$ cat config.mk
export PLATFORM = sky130hd
export DESIGN_NAME = rational_arithmetic_unit
export DESIGN_NICKNAME = d
export VERILOG_FILES = /design/src/rtl/core/rau_pkg.sv /design/src/rtl/core/rau_ctrl.sv /design/src/rtl/core/rau_dp.sv /design/src/rtl/core/rational_arithmetic_unit.sv
export SDC_FILE = /design/constraint.sdc
export NUM_CORES = 2
export LEC_CHECK = 0
export ABC_AREA = 1
export BUFFER_PORTS_ARGS = -buffer_cell sky130_fd_sc_hd__buf_2
export CAP_MARGIN = 15
export CORE_MARGIN = 2
export CORE_UTILIZATION = 40
export CTS_BUF_LIST = sky130_fd_sc_hd__clkbuf_4 sky130_fd_sc_hd__clkbuf_8 sky130_fd_sc_hd__clkbuf_16
export CTS_CLUSTER_SIZE = 25
export DETAILED_ROUTE_END_ITERATION = 16
export SYNTH_ARGS = -nofsm -noshare
export SYNTH_HDL_FRONTEND = slang
export SYNTH_SLANG_ARGS = --single-unit
$ cat constraint.sdc
create_clock -name clk -period 11.36 [get_ports clk]
set_input_delay 1.136 -clock clk [delete_from_list [all_inputs] [get_ports clk]]
set_output_delay 1.136 -clock clk [all_outputs]
set_load 0.005 [all_outputs]
$ cat src/rtl/core/rau_pkg.sv
// ----------------------------------------------------------------------------
// rau_pkg
// Shared constants, opcodes and controller/datapath interface types for the
// rational arithmetic unit.
// ----------------------------------------------------------------------------
package rau_pkg;

    // default operand width and fixed result field width
    localparam int OPERAND_WIDTH_DEF = 16;
    localparam int RES_WIDTH         = 33;

    // operation codes
    localparam logic [1:0] OP_ADD = 2'd0;
    localparam logic [1:0] OP_SUB = 2'd1;
    localparam logic [1:0] OP_MUL = 2'd2;
    localparam logic [1:0] OP_DIV = 2'd3;

    // divider operand select
    localparam logic DIV_SEL_NUM = 1'b0;
    localparam logic DIV_SEL_DEN = 1'b1;

    // controller to datapath commands
    typedef struct packed {
        logic       load;
        logic       mul;
        logic [1:0] mstep;
        logic       gcd_init;
        logic       gcd_step;
        logic       g_latch;
        logic       div_init;
        logic       div_sel;
        logic       div_step;
        logic       store_num;
        logic       emit;
    } rau_cmd_t;

    // datapath to controller status
    typedef struct packed {
        logic gcd_done;
        logic g_zero;
        logic out_busy;
    } rau_status_t;

endpackage

$ cat src/rtl/core/rau_ctrl.sv
// ----------------------------------------------------------------------------
// rau_ctrl
// Sequencer: operand load, multiply steps, gcd loop, two divisions, output.
// ----------------------------------------------------------------------------
module rau_ctrl #(
    parameter int OPERAND_WIDTH = rau_pkg::OPERAND_WIDTH_DEF
) (
    input  logic                 clk,
    input  logic                 rst_n,
    input  logic                 in_valid,
    output logic                 in_ready,
    input  rau_pkg::rau_status_t status,
    output rau_pkg::rau_cmd_t    cmd
);

    localparam int MW = 2 * OPERAND_WIDTH + 1;
    localparam int CW = $clog2(MW);

    typedef enum logic [2:0] {
        S_IDLE,
        S_MUL,
        S_GINIT,
        S_GCD,
        S_DIVN,
        S_STORE,
        S_DIVD,
        S_OUT
    } state_t;

    state_t        state_reg, state_next;
    logic [CW-1:0] cnt_reg, cnt_next;
    logic          last_div;

    assign last_div = (cnt_reg == CW'(MW - 1));
    assign in_ready = (state_reg == S_IDLE);

    // next state and commands
    always_comb
    begin
        state_next = state_reg;
        cnt_next   = cnt_reg;
        cmd        = '0;
        case (state_reg)
            S_IDLE:
            begin
                if (in_valid)
                begin
                    cmd.load   = 1'b1;
                    cnt_next   = '0;
                    state_next = S_MUL;
                end
            end
            S_MUL:
            begin
                cmd.mul   = 1'b1;
                cmd.mstep = cnt_reg[1:0];
                cnt_next  = cnt_reg + 1'b1;
                if (cnt_reg[1:0] == 2'd3)
                begin
                    state_next = S_GINIT;
                end
            end
            S_GINIT:
            begin
                cmd.gcd_init = 1'b1;
                state_next   = S_GCD;
            end
            S_GCD:
            begin
                if (status.gcd_done)
                begin
                    cmd.g_latch = 1'b1;
                    cmd.div_init = 1'b1;
                    cmd.div_sel  = rau_pkg::DIV_SEL_NUM;
                    cnt_next     = '0;
                    state_next   = status.g_zero ? S_OUT : S_DIVN;
                end
                else
                begin
                    cmd.gcd_step = 1'b1;
                end
            end
            S_DIVN:
            begin
                cmd.div_step = 1'b1;
                cnt_next     = cnt_reg + 1'b1;
                if (last_div)
                begin
                    state_next = S_STORE;
                end
            end
            S_STORE:
            begin
                cmd.store_num = 1'b1;
                cmd.div_init  = 1'b1;
                cmd.div_sel   = rau_pkg::DIV_SEL_DEN;
                cnt_next      = '0;
                state_next    = S_DIVD;
            end
            S_DIVD:
            begin
                cmd.div_step = 1'b1;
                cnt_next     = cnt_reg + 1'b1;
                if (last_div)
                begin
                    state_next = S_OUT;
                end
            end
            S_OUT:
            begin
                if (!status.out_busy)
                begin
                    cmd.emit   = 1'b1;
                    state_next = S_IDLE;
                end
            end
            default:
            begin
                state_next = S_IDLE;
            end
        endcase
    end

    // state register
    always_ff @(posedge clk or negedge rst_n)
    begin
        if (!rst_n)
        begin
            state_reg <= S_IDLE;
            cnt_reg   <= '0;
        end
        else
        begin
            state_reg <= state_next;
            cnt_reg   <= cnt_next;
        end
    end

endmodule

$ cat src/rtl/core/rau_dp.sv
// ----------------------------------------------------------------------------
// rau_dp
// Datapath: shared multiplier, binary gcd, restoring divider, output register.
// ----------------------------------------------------------------------------
module rau_dp #(
    parameter int OPERAND_WIDTH = rau_pkg::OPERAND_WIDTH_DEF
) (
    input  logic                                clk,
    input  logic                                rst_n,
    input  rau_pkg::rau_cmd_t                   cmd,
    output rau_pkg::rau_status_t                status,
    input  logic [1:0]                          in_opcode,
    input  logic signed [OPERAND_WIDTH-1:0]     in_a_num,
    input  logic signed [OPERAND_WIDTH-1:0]     in_a_den,
    input  logic signed [OPERAND_WIDTH-1:0]     in_b_num,
    input  logic signed [OPERAND_WIDTH-1:0]     in_b_den,
    output logic                                out_valid,
    input  logic                                out_ready,
    output logic signed [rau_pkg::RES_WIDTH-1:0] out_num,
    output logic signed [rau_pkg::RES_WIDTH-1:0] out_den,
    output logic                                out_zero
);

    localparam int W  = OPERAND_WIDTH;
    localparam int MW = 2 * W + 1;
    localparam int KW = $clog2(MW + 1);
    localparam int RW = rau_pkg::RES_WIDTH;

    // magnitude of a raw value
    function automatic logic [MW-1:0] mag(input logic signed [MW-1:0] v);
        return v[MW-1] ? MW'(-v) : MW'(v);
    endfunction

    // wrap or extend to the result field
    function automatic logic signed [RW-1:0] to_res(input logic signed [MW-1:0] v);
        logic signed [63:0] t;
        t = 64'(v);
        return t[RW-1:0];
    endfunction

    logic [1:0]               op_reg;
    logic signed [W-1:0]      an_reg, ad_reg, bn_reg, bd_reg;
    logic signed [W-1:0]      mul_a, mul_b;
    logic signed [2*W-1:0]    prod_reg;
    logic signed [MW-1:0]     num_reg, den_reg;
    logic [MW-1:0]            ga_reg, gb_reg, g_reg;
    logic [KW-1:0]            k_reg;
    logic [MW:0]              gdiff;
    logic [MW-1:0]            dq_reg;
    logic [MW:0]              rem_reg;
    logic [MW:0]              trial;
    logic [MW:0]              trial_sub;
    logic                     qbit;
    logic signed [MW-1:0]     rnum_reg;
    logic signed [MW-1:0]     qden;
    logic signed [RW-1:0]     out_num_reg, out_den_reg;
    logic                     out_zero_reg, out_valid_reg;

    // multiplier operand select per step
    always_comb
    begin
        case (cmd.mstep)
            2'd0:
            begin
                mul_a = an_reg;
                mul_b = (op_reg == rau_pkg::OP_MUL) ? bn_reg : bd_reg;
            end
            2'd1:
            begin
                mul_a = (op_reg == rau_pkg::OP_MUL) ? ad_reg : bn_reg;
                mul_b = (op_reg == rau_pkg::OP_MUL) ? bd_reg : ad_reg;
            end
            default:
            begin
                mul_a = ad_reg;
                mul_b = bd_reg;
            end
        endcase
    end

    // gcd and divider step logic
    assign gdiff     = {1'b0, ga_reg} - {1'b0, gb_reg};
    assign trial     = {rem_reg[MW-1:0], dq_reg[MW-1]};
    assign trial_sub = trial - {1'b0, g_reg};
    assign qbit      = !trial_sub[MW];
    assign qden      = den_reg[MW-1] ? -$signed(dq_reg) : $signed(dq_reg);

    assign status.gcd_done = (ga_reg == '0) || (gb_reg == '0);
    assign status.g_zero   = ((ga_reg | gb_reg) == '0);
    assign status.out_busy = out_valid_reg && !out_ready;

    // operand, product and raw fraction registers
    always_ff @(posedge clk)
    begin
        if (cmd.load)
        begin
            op_reg <= in_opcode;
            an_reg <= in_a_num;
            ad_reg <= in_a_den;
            bn_reg <= in_b_num;
            bd_reg <= in_b_den;
        end
        if (cmd.mul)
        begin
            prod_reg <= mul_a * mul_b;
            case (cmd.mstep)
                2'd1:
                begin
                    num_reg <= MW'(prod_reg);
                end
                2'd2:
                begin
                    case (op_reg)
                        rau_pkg::OP_ADD: num_reg <= num_reg + MW'(prod_reg);
                        rau_pkg::OP_SUB: num_reg <= num_reg - MW'(prod_reg);
                        default:         den_reg <= MW'(prod_reg);
                    endcase
                end
                2'd3:
                begin
                    if (op_reg == rau_pkg::OP_ADD || op_reg == rau_pkg::OP_SUB)
                    begin
                        den_reg <= MW'(prod_reg);
                    end
                end
                default:
                begin
                end
            endcase
        end
    end

    // binary gcd of the magnitudes
    always_ff @(posedge clk)
    begin
        if (cmd.gcd_init)
        begin
            ga_reg <= mag(den_reg);
            gb_reg <= mag(num_reg);
            k_reg  <= '0;
        end
        else if (cmd.gcd_step)
        begin
            if (!ga_reg[0] && !gb_reg[0])
            begin
                ga_reg <= ga_reg >> 1;
                gb_reg <= gb_reg >> 1;
                k_reg  <= k_reg + 1'b1;
            end
            else if (!ga_reg[0])
            begin
                ga_reg <= ga_reg >> 1;
            end
            else if (!gb_reg[0])
            begin
                gb_reg <= gb_reg >> 1;
            end
            else if (!gdiff[MW])
            begin
                ga_reg <= gdiff[MW:1];
            end
            else
            begin
                gb_reg <= MW'((gb_reg - ga_reg) >> 1);
            end
        end
        if (cmd.g_latch)
        begin
            g_reg <= (ga_reg | gb_reg) << k_reg;
        end
    end

    // restoring divider, quotient shifts into the dividend register
    always_ff @(posedge clk)
    begin
        if (cmd.div_init)
        begin
            dq_reg  <= (cmd.div_sel == rau_pkg::DIV_SEL_DEN) ? mag(den_reg) : mag(num_reg);
            rem_reg <= '0;
        end
        else if (cmd.div_step)
        begin
            dq_reg  <= {dq_reg[MW-2:0], qbit};
            rem_reg <= qbit ? trial_sub : trial;
        end
        if (cmd.store_num)
        begin
            rnum_reg <= num_reg[MW-1] ? -$signed(dq_reg) : $signed(dq_reg);
        end
    end

    // output payload
    always_ff @(posedge clk)
    begin
        if (cmd.emit)
        begin
            if (g_reg == '0)
            begin
                out_num_reg  <= '0;
                out_den_reg  <= '0;
                out_zero_reg <= 1'b1;
            end
            else
            begin
                out_num_reg  <= to_res(rnum_reg);
                out_den_reg  <= to_res(qden);
                out_zero_reg <= 1'b0;
            end
        end
    end

    // output valid
    always_ff @(posedge clk or negedge rst_n)
    begin
        if (!rst_n)
        begin
            out_valid_reg <= 1'b0;
        end
        else if (cmd.emit)
        begin
            out_valid_reg <= 1'b1;
        end
        else if (out_ready)
        begin
            out_valid_reg <= 1'b0;
        end
    end

    assign out_valid = out_valid_reg;
    assign out_num   = out_num_reg;
    assign out_den   = out_den_reg;
    assign out_zero  = out_zero_reg;

endmodule

$ cat src/rtl/core/rational_arithmetic_unit.sv
// ----------------------------------------------------------------------------
// rational_arithmetic_unit
// Add, subtract, multiply or divide two signed fractions and reduce by gcd.
// ----------------------------------------------------------------------------
// Input beat on s_axis: opcode and the fractions A = a_num/a_den and
// B = b_num/b_den. Output beat on m_axis: reduced res_num/res_den, with
// tuser set when the raw result was 0/0 (data then 0/0). The denominator
// keeps the sign it was computed with.
// One item is worked at a time; s_axis_tready is high only while idle.
// Per item: operand load, the multiply steps on the shared multiplier, gcd
// setup, the binary gcd steps and taking the gcd, then two restoring
// divisions with a store of the numerator between them, then output. A 0/0
// result skips the divisions.
// The output register holds a finished beat while m_axis_tready is low;
// the next input is accepted meanwhile and the block waits at the end of
// its work until the register is free. Reset clears the sequencer and the
// output valid; no result is pending after reset.
// ----------------------------------------------------------------------------
module rational_arithmetic_unit #(
    parameter int OPERAND_WIDTH = rau_pkg::OPERAND_WIDTH_DEF
) (
    input  logic clk,
    input  logic rst_n,
    input  logic s_axis_tvalid,
    output logic s_axis_tready,
    // opcode, a_num, a_den, b_num, b_den from bit 0 up, zero padded
    input  logic [((4*OPERAND_WIDTH+2+7)/8)*8-1:0] s_axis_tdata,
    output logic m_axis_tvalid,
    input  logic m_axis_tready,
    // res_num, res_den from bit 0 up, zero padded
    output logic [71:0] m_axis_tdata,
    // zero_over_zero
    output logic m_axis_tuser
);

    localparam int W  = OPERAND_WIDTH;
    localparam int RW = rau_pkg::RES_WIDTH;

    rau_pkg::rau_cmd_t    cmd;
    rau_pkg::rau_status_t status;
    logic signed [RW-1:0] res_num, res_den;

    // sequencer
    rau_ctrl #(
        .OPERAND_WIDTH(OPERAND_WIDTH)
    ) u_ctrl (
        .clk      (clk),
        .rst_n    (rst_n),
        .in_valid (s_axis_tvalid),
        .in_ready (s_axis_tready),
        .status   (status),
        .cmd      (cmd)
    );

    // arithmetic
    rau_dp #(
        .OPERAND_WIDTH(OPERAND_WIDTH)
    ) u_dp (
        .clk       (clk),
        .rst_n     (rst_n),
        .cmd       (cmd),
        .status    (status),
        .in_opcode (s_axis_tdata[1:0]),
        .in_a_num  (s_axis_tdata[2+W-1:2]),
        .in_a_den  (s_axis_tdata[2+2*W-1:2+W]),
        .in_b_num  (s_axis_tdata[2+3*W-1:2+2*W]),
        .in_b_den  (s_axis_tdata[2+4*W-1:2+3*W]),
        .out_valid (m_axis_tvalid),
        .out_ready (m_axis_tready),
        .out_num   (res_num),
        .out_den   (res_den),
        .out_zero  (m_axis_tuser)
    );

    assign m_axis_tdata = {6'd0, res_den, res_num};

endmodule

## After elaboration in Yosys (flattened, before gate mapping)

Index checks and enable logic that the tools add are counted.

| word-level totals | value |
|---|---|
| bits of input ports | 76 |
| output and inout port bits | 75 |
| flip-flop bits (word level) | 445 |

| cells by class | value |
|---|---|
| eq/ne operators | 26 |
| bitwise logic cells | 1 |
| multipliers | 1 |
| reductions and logical operators | 33 |
| shift operators | 1 |
| add/subtract/negate cells | 10 |
| multiplexer cells | 56 |

Operator list:

| operator | count |
|---|---|
| 33-bit 2-to-1 mux | 22 |
| 33-bit case mux with 2 select lines | 3 |
| 33-bit logical NOT | 4 |
| 33-bit negator | 3 |
| 16-bit case mux with 2 select lines | 2 |
| 16-bit 2-to-1 mux | 3 |
| 33-bit by 33-bit subtractor with 34-bit output | 1 |
| 34-bit by 33-bit subtractor with 34-bit output | 1 |
| 33-bit by 32-bit adder with 33-bit output | 1 |
| 33-bit bitwise OR | 1 |
| 33-bit by 6-bit left shift with 33-bit output | 1 |
| 33-bit by 32-bit subtractor with 33-bit output | 1 |
| 33-bit subtractor | 1 |
| 16-bit by 16-bit multiplier with 32-bit output | 1 |
| 3-bit 2-to-1 mux | 8 |
| 3-bit case mux with 8 select lines | 1 |
| 6-bit case mux with 4 select lines | 1 |
| 6-bit by 1-bit adder with 6-bit output (second input constant) | 2 |
| 3-bit equality test (second input constant) | 4 |
| 6-bit 2-to-1 mux | 2 |
| 4-bit inequality test (second input constant) | 3 |
| 3-bit AND reduction | 4 |
| 1-bit 2-to-1 mux | 11 |
| 2-bit nonzero test | 5 |
| 22 further kinds | 42 |

## Depth between registers and ports, before layout

| depth | value |
|---|---|
| word-level depth | 7 |
| depth in mapped cells | 43 |

## Cells and area by module

From an unflattened synthesis, not the netlist that was laid out.

| unflattened totals | value |
|---|---|
| cells, all modules | 5944 |
| area total of the unflattened synthesis | 44308.7 µm² |

Modules (own cells, without submodules):

| module | seq. area each (µm²) | instances | cells an instance | area an instance (µm²) |
|---|---|---|---|---|
| rau_dp | 12667.1 | 1 | 5831 | 43536.8 |
| rau_ctrl | 225.2 | 1 | 106 | 723.2 |
| rational_arithmetic_unit | 0.0 | 1 | 7 | 48.8 |

## Worst setup path after synthesis

Ideal clock, no wire load.

| timing | value |
|---|---|
| path kind | reg-to-reg |
| start point | register u_ctrl.state_reg[2] |
| end point | register u_dp.prod_reg[31], data pin |
| cell stages (with the launch flop) | 36 |
| data required time | 11.099 ns |
| setup slack | 2.395 ns |
| arrival | 8.704 ns |
| setup time | 0.261 ns |
| buffers on the path | 4 |
| cells stage by stage | dfrtp_1 > clkbuf_2 > inv_1 > nand2_1 > nor2_1 > inv_1 > nor2_1 > inv_1 > ha_1 > buf_4 > nor2_8 > inv_2 > nand2_2 > a21oi_2 > inv_2 > buf_4 > nand2_1 > nand3_2 > buf_2 > nand2_1 > inv_1 > fa_1 > fa_1 > fa_1 > fa_1 > fa_1 > inv_1 > fa_1 > inv_1 > ha_1 > nand2_1 > o21ai_0 > a21oi_1 > or2_2 > nand3_1 > xor2_1 |

| between the ends | value |
|---|---|
| word-level cells in the longest chain between the ends | 5 |

Ends and longest elaborated chain:

| item | RTL line | text |
|---|---|---|
| from (decl) | rau_ctrl.sv:30 | `state_t state_reg, state_next;` |
| from (signal assigned) | rau_ctrl.sv:134 | `state_reg <= state_next;` |
| 3-bit by 1-bit equality test with 1-bit output (*) | rau_ctrl.sv:43 | `case (state_reg)` |
| 3-bit 2-to-1 mux (*) | rau_ctrl.sv:43 |  |
| 2-bit by 1-bit equality test with 1-bit output or 2-bit logical NOT (tied branches) | rau_dp.sv:62 | `case (cmd.mstep)` |
| 16-bit case mux with 2 select lines | rau_dp.sv:62 |  |
| 16-bit by 16-bit multiplier with 32-bit output (*) | rau_dp.sv:105 | `prod_reg <= mul_a * mul_b;` |
| to (signal assigned) | rau_dp.sv:105 |  |
| to (decl) | rau_dp.sv:44 | `logic signed [2*W-1:0] prod_reg;` |

Every way passes the cells marked *; elsewhere a longest branch is shown, timed or not.
A chain may end at the register's enable or synchronous reset.

## Final worst setup path

| timing | value |
|---|---|
| start point | register u_ctrl.state_reg[2] |
| end point | register u_dp.prod_reg[26], data pin |

Same word-level chain as after synthesis.

==> metrics.log <==
INFO  metric route.final.wire_length = 142,000 µm
INFO  metric synth_top_area_frac = 0.270
INFO  metric use_met3 = 0.0460
INFO  metric crit_arrival = 9.96 ns
INFO  metric cts-root-to-sink-buffers = 3
INFO  metric synth.mux.area_fraction = 0.00273
INFO  metric dieHeight = 336 µm
INFO  metric yosysWarnings = 0
INFO  metric outcome = finished, final reports clean
INFO  metric grt_pass1_wl = 218,000 µm
INFO  metric place.detailed.hpwl = 113,000 µm
INFO  metric synth-compound-area-share = 0.0995
INFO  metric cts-resized-gates = 0
INFO  metric ys_dominant_reg_cell = sky130_fd_sc_hd__edfxtp_1
INFO  metric worst_setup_hold_path_clk_slew = 0.07 ns
INFO  metric final_util = 0.439
INFO  metric relSlewSlack = 0.278
INFO  metric worst-endpoint-required = 11.79 ns
INFO  metric netlist-cell-type-count = 64
INFO  metric ys_top_cells_by_area = sky130_fd_sc_hd__edfxtp_1 (27%), sky130_fd_sc_hd__nand2_1 (13%), sky130_fd_sc_hd__fa_1 (12%), sky130_fd_sc_hd__inv_1 (9.4%), sky130_fd_sc_hd__ha_1 (7.2%)
INFO  metric antenna_found_initial = 2
INFO  metric die_area = 113,000 µm²
INFO  metric yosysMostFrequentCell = sky130_fd_sc_hd__nand2_1
INFO  metric synthTopCellsByCount = sky130_fd_sc_hd__nand2_1 (1,541), sky130_fd_sc_hd__inv_1 (1,103), sky130_fd_sc_hd__nor2_1 (508), sky130_fd_sc_hd__edfxtp_1 (395), sky130_fd_sc_hd__nand3_1 (374)
INFO  metric detailroute.via_count = 39,500
INFO  metric yosys_register_bits = 444
INFO  metric synth-edff-count = 395
INFO  metric mappedNetlistArea = 44,000 µm²
INFO  metric worstSetupPathType = reg2reg
INFO  metric finalHoldWorstSlack = 0.377 ns
INFO  metric row_count = 121
INFO  metric synth-simple-area-share = 0.259
INFO  metric synthesis.instances = 5,932
INFO  metric cts-root-buf = sky130_fd_sc_hd__clkbuf_16
INFO  metric fillCellCount = 11,200
INFO  metric final_clock_period_utilization_by_the_worst_path = 0.839
INFO  metric min-delay-path-class = in2async
INFO  metric place.gp.congestion = 1.00
INFO  metric boundaryPins = 151
INFO  metric synth.yosys.seq_area_share = 0.293
INFO  metric rsz0062_at_grt = false
INFO  metric remaining_overflow_grt = 0
INFO  metric finalClockSkew = 0.0688 ns
INFO  metric flow.area_growth_from_synthesis = 8.93%
INFO  metric clock_tree_from_tritoncts = yes
INFO  metric cpMaxStageDelayCell = sky130_fd_sc_hd__fa_1
INFO  metric ctsHoldBuffers = 0
INFO  metric timing.critical_path.mode_cell = sky130_fd_sc_hd__nand2_1
INFO  metric globalRouteMet2Util = 0.391
INFO  metric worst_setup_path_end_kind = flop
INFO  metric die-width = 336 µm
INFO  metric avgSynthCellArea = 7.41 µm²
INFO  metric grt_use_total = 0.250
INFO  metric num-nets-final = 6,586
INFO  metric grt_start_max_net_pins = 77
INFO  metric grt_pass1_vias = 37,100
INFO  metric remaining_drc_errors = 0
INFO  metric timing.critical_path.slowest_cell_delay = 0.77 ns
INFO  metric first_iter_violations = 4,342
INFO  metric numPortBuffers = 138
INFO  metric instances_no_fill = 7,447
INFO  metric synth_largest_area_cell = sky130_fd_sc_hd__edfxtp_1
INFO  metric synth_top_family_by_area = simple AND/OR/NAND/NOR gates
INFO  metric cts_num_sinks = 444
INFO  metric cts_made_buffers = 54
INFO  metric setup_viol = 0
INFO  metric worst_slew_pin_slew = 1.08 ns
INFO  metric layout_min_cycle_time = 9.53 ns
INFO  metric fin_setup_tns = 0 ns
INFO  metric fmax = 105 MHz
INFO  metric maxcap_viol_count = 0
INFO  metric drt_pre_antenna_iters = 6
INFO  metric clkLatencyLatePin = 0.68 ns
INFO  metric initial_core_util = 0.403
INFO  metric grt_util_met1 = 0.353
INFO  metric total_count_of_max_transition_violations_in_the_final_report = 0
INFO  metric numPlacedInstances = 7,348
INFO  metric report.final.hold_viol_count = 0
INFO  metric worstPathMaxFanout = 23
INFO  metric critical_path.startpoint_type = flop
INFO  metric routed_via_density = 5.30
INFO  metric routedWlPerCell = 19.1 µm
INFO  metric ctsHtreeMaxLevel = 2
INFO  metric detail-route-antenna-nets = 0
INFO  metric antenna-diode-count = 0
INFO  metric global_route.peak_usage_layer = met2
INFO  metric async_flop_share = 0.0225
INFO  metric yosys.area_share.xor_xnor = 0.0359
INFO  metric drive_above_1_share = 0.0636
INFO  metric yosys.area_share.adder = 0.193
INFO  metric cts_setup_buffers = 0
INFO  metric placeableCoreArea = 109,000 µm²
cell type report:
cell class                      count  area (µm²)  area share
Clock buffer                       61        1400      0.0293
Tap cell                         1414        1770      0.0369
Timing Repair Buffer              181        1010      0.0212
Inverter                         1123        4220      0.0881
Clock inverter                     38         510      0.0107
Multi-Input combinational cell   4186       26100       0.545
Sequential cell                   444       12900       0.269
cells by family after synthesis:
kind of cell,Yosys count
AO/OA/AOI/OAI,771
XOR/XNOR,180
adder cells (fa/ha/maj),520
buffers and inverters,1308
flip-flops,444
multiplexers,12
other,1
AND/OR/NAND/NOR,2696
metal layers:
metal,part of all wire,wire (µm)
met2,0.44,62700
met4,0.028,3920
met1,0.44,62700
met5,0.00016,23
met3,0.090,12800
final timing paths:
kind | startpoint | end | slack, ns | cells after the start
min in group clk | u_dp.dq_reg[0]$_DFFE_PP_ | u_dp.rnum_reg[0]$_DFFE_PP_ | 0.45 | 0
min reg2reg | u_dp.dq_reg[0]$_DFFE_PP_ | u_dp.rnum_reg[0]$_DFFE_PP_ | 0.45 | 0
max reg2reg | u_ctrl.state_reg[2]$_DFFE_PN0P_ | u_dp.prod_reg[26]$_DFFE_PN_ | 1.83 | 35
max | u_ctrl.state_reg[2]$_DFFE_PN0P_ | u_dp.prod_reg[26]$_DFFE_PN_ | 1.83 | 35
max in group asynchronous | rst_n | u_ctrl.state_reg[1]$_DFFE_PN0P_ | 10.76 | 1
min | rst_n | u_dp.out_valid$_DFFE_PN0P_ | 0.38 | 1
worst max-delay path, delay by kind of cell, from the launching register on:
family / cells / cell delay, ns
DFF: 1 / 0.46
buffers and inverters: 9 / 1.55
and+or+nand+nor: 15 / 2.60
xor gates and xnor gates: 1 / 0.06
AOI/OAI and AO/OA: 2 / 0.65
adders and majority gates: 8 / 4.00
metrics by stage:
stage / worst slack (ns) / instance area (µm²)
6_report: 1.83 / 47900
5_1_grt: 1.28 / 47900
4_1_cts: 2.01 / 47900
3_5_place_dp: 1.97 / 46000
3_3_place_gp: 2.13 / 46000
2_1_floorplan: 2.39 / 44000
cells in the final DEF, fill, tap and decap left out, types with 24 or more instances in the layout:
master / count
sky130_fd_sc_hd__buf_2: 138
sky130_fd_sc_hd__nor3_1: 56
sky130_fd_sc_hd__nand4_1: 85
sky130_fd_sc_hd__a21oi_1: 276
sky130_fd_sc_hd__fa_1: 266
sky130_fd_sc_hd__nand3_1: 374
sky130_fd_sc_hd__inv_1: 1102
sky130_fd_sc_hd__dfxtp_1: 39
sky130_fd_sc_hd__xnor2_1: 62
sky130_fd_sc_hd__o21ai_0: 295
sky130_fd_sc_hd__o21bai_1: 24
sky130_fd_sc_hd__clkbuf_16: 54
sky130_fd_sc_hd__xor2_1: 118
sky130_fd_sc_hd__buf_4: 43
sky130_fd_sc_hd__edfxtp_1: 395
sky130_fd_sc_hd__nand2_1: 1541
sky130_fd_sc_hd__ha_1: 254
sky130_fd_sc_hd__nor2_1: 504
sky130_fd_sc_hd__nand3b_1: 32
sky130_fd_sc_hd__o211ai_1: 39
Power is left out: the tool's default activity adds up to more than one toggle a clock period on the data nets, which glitch-free logic cannot reach.
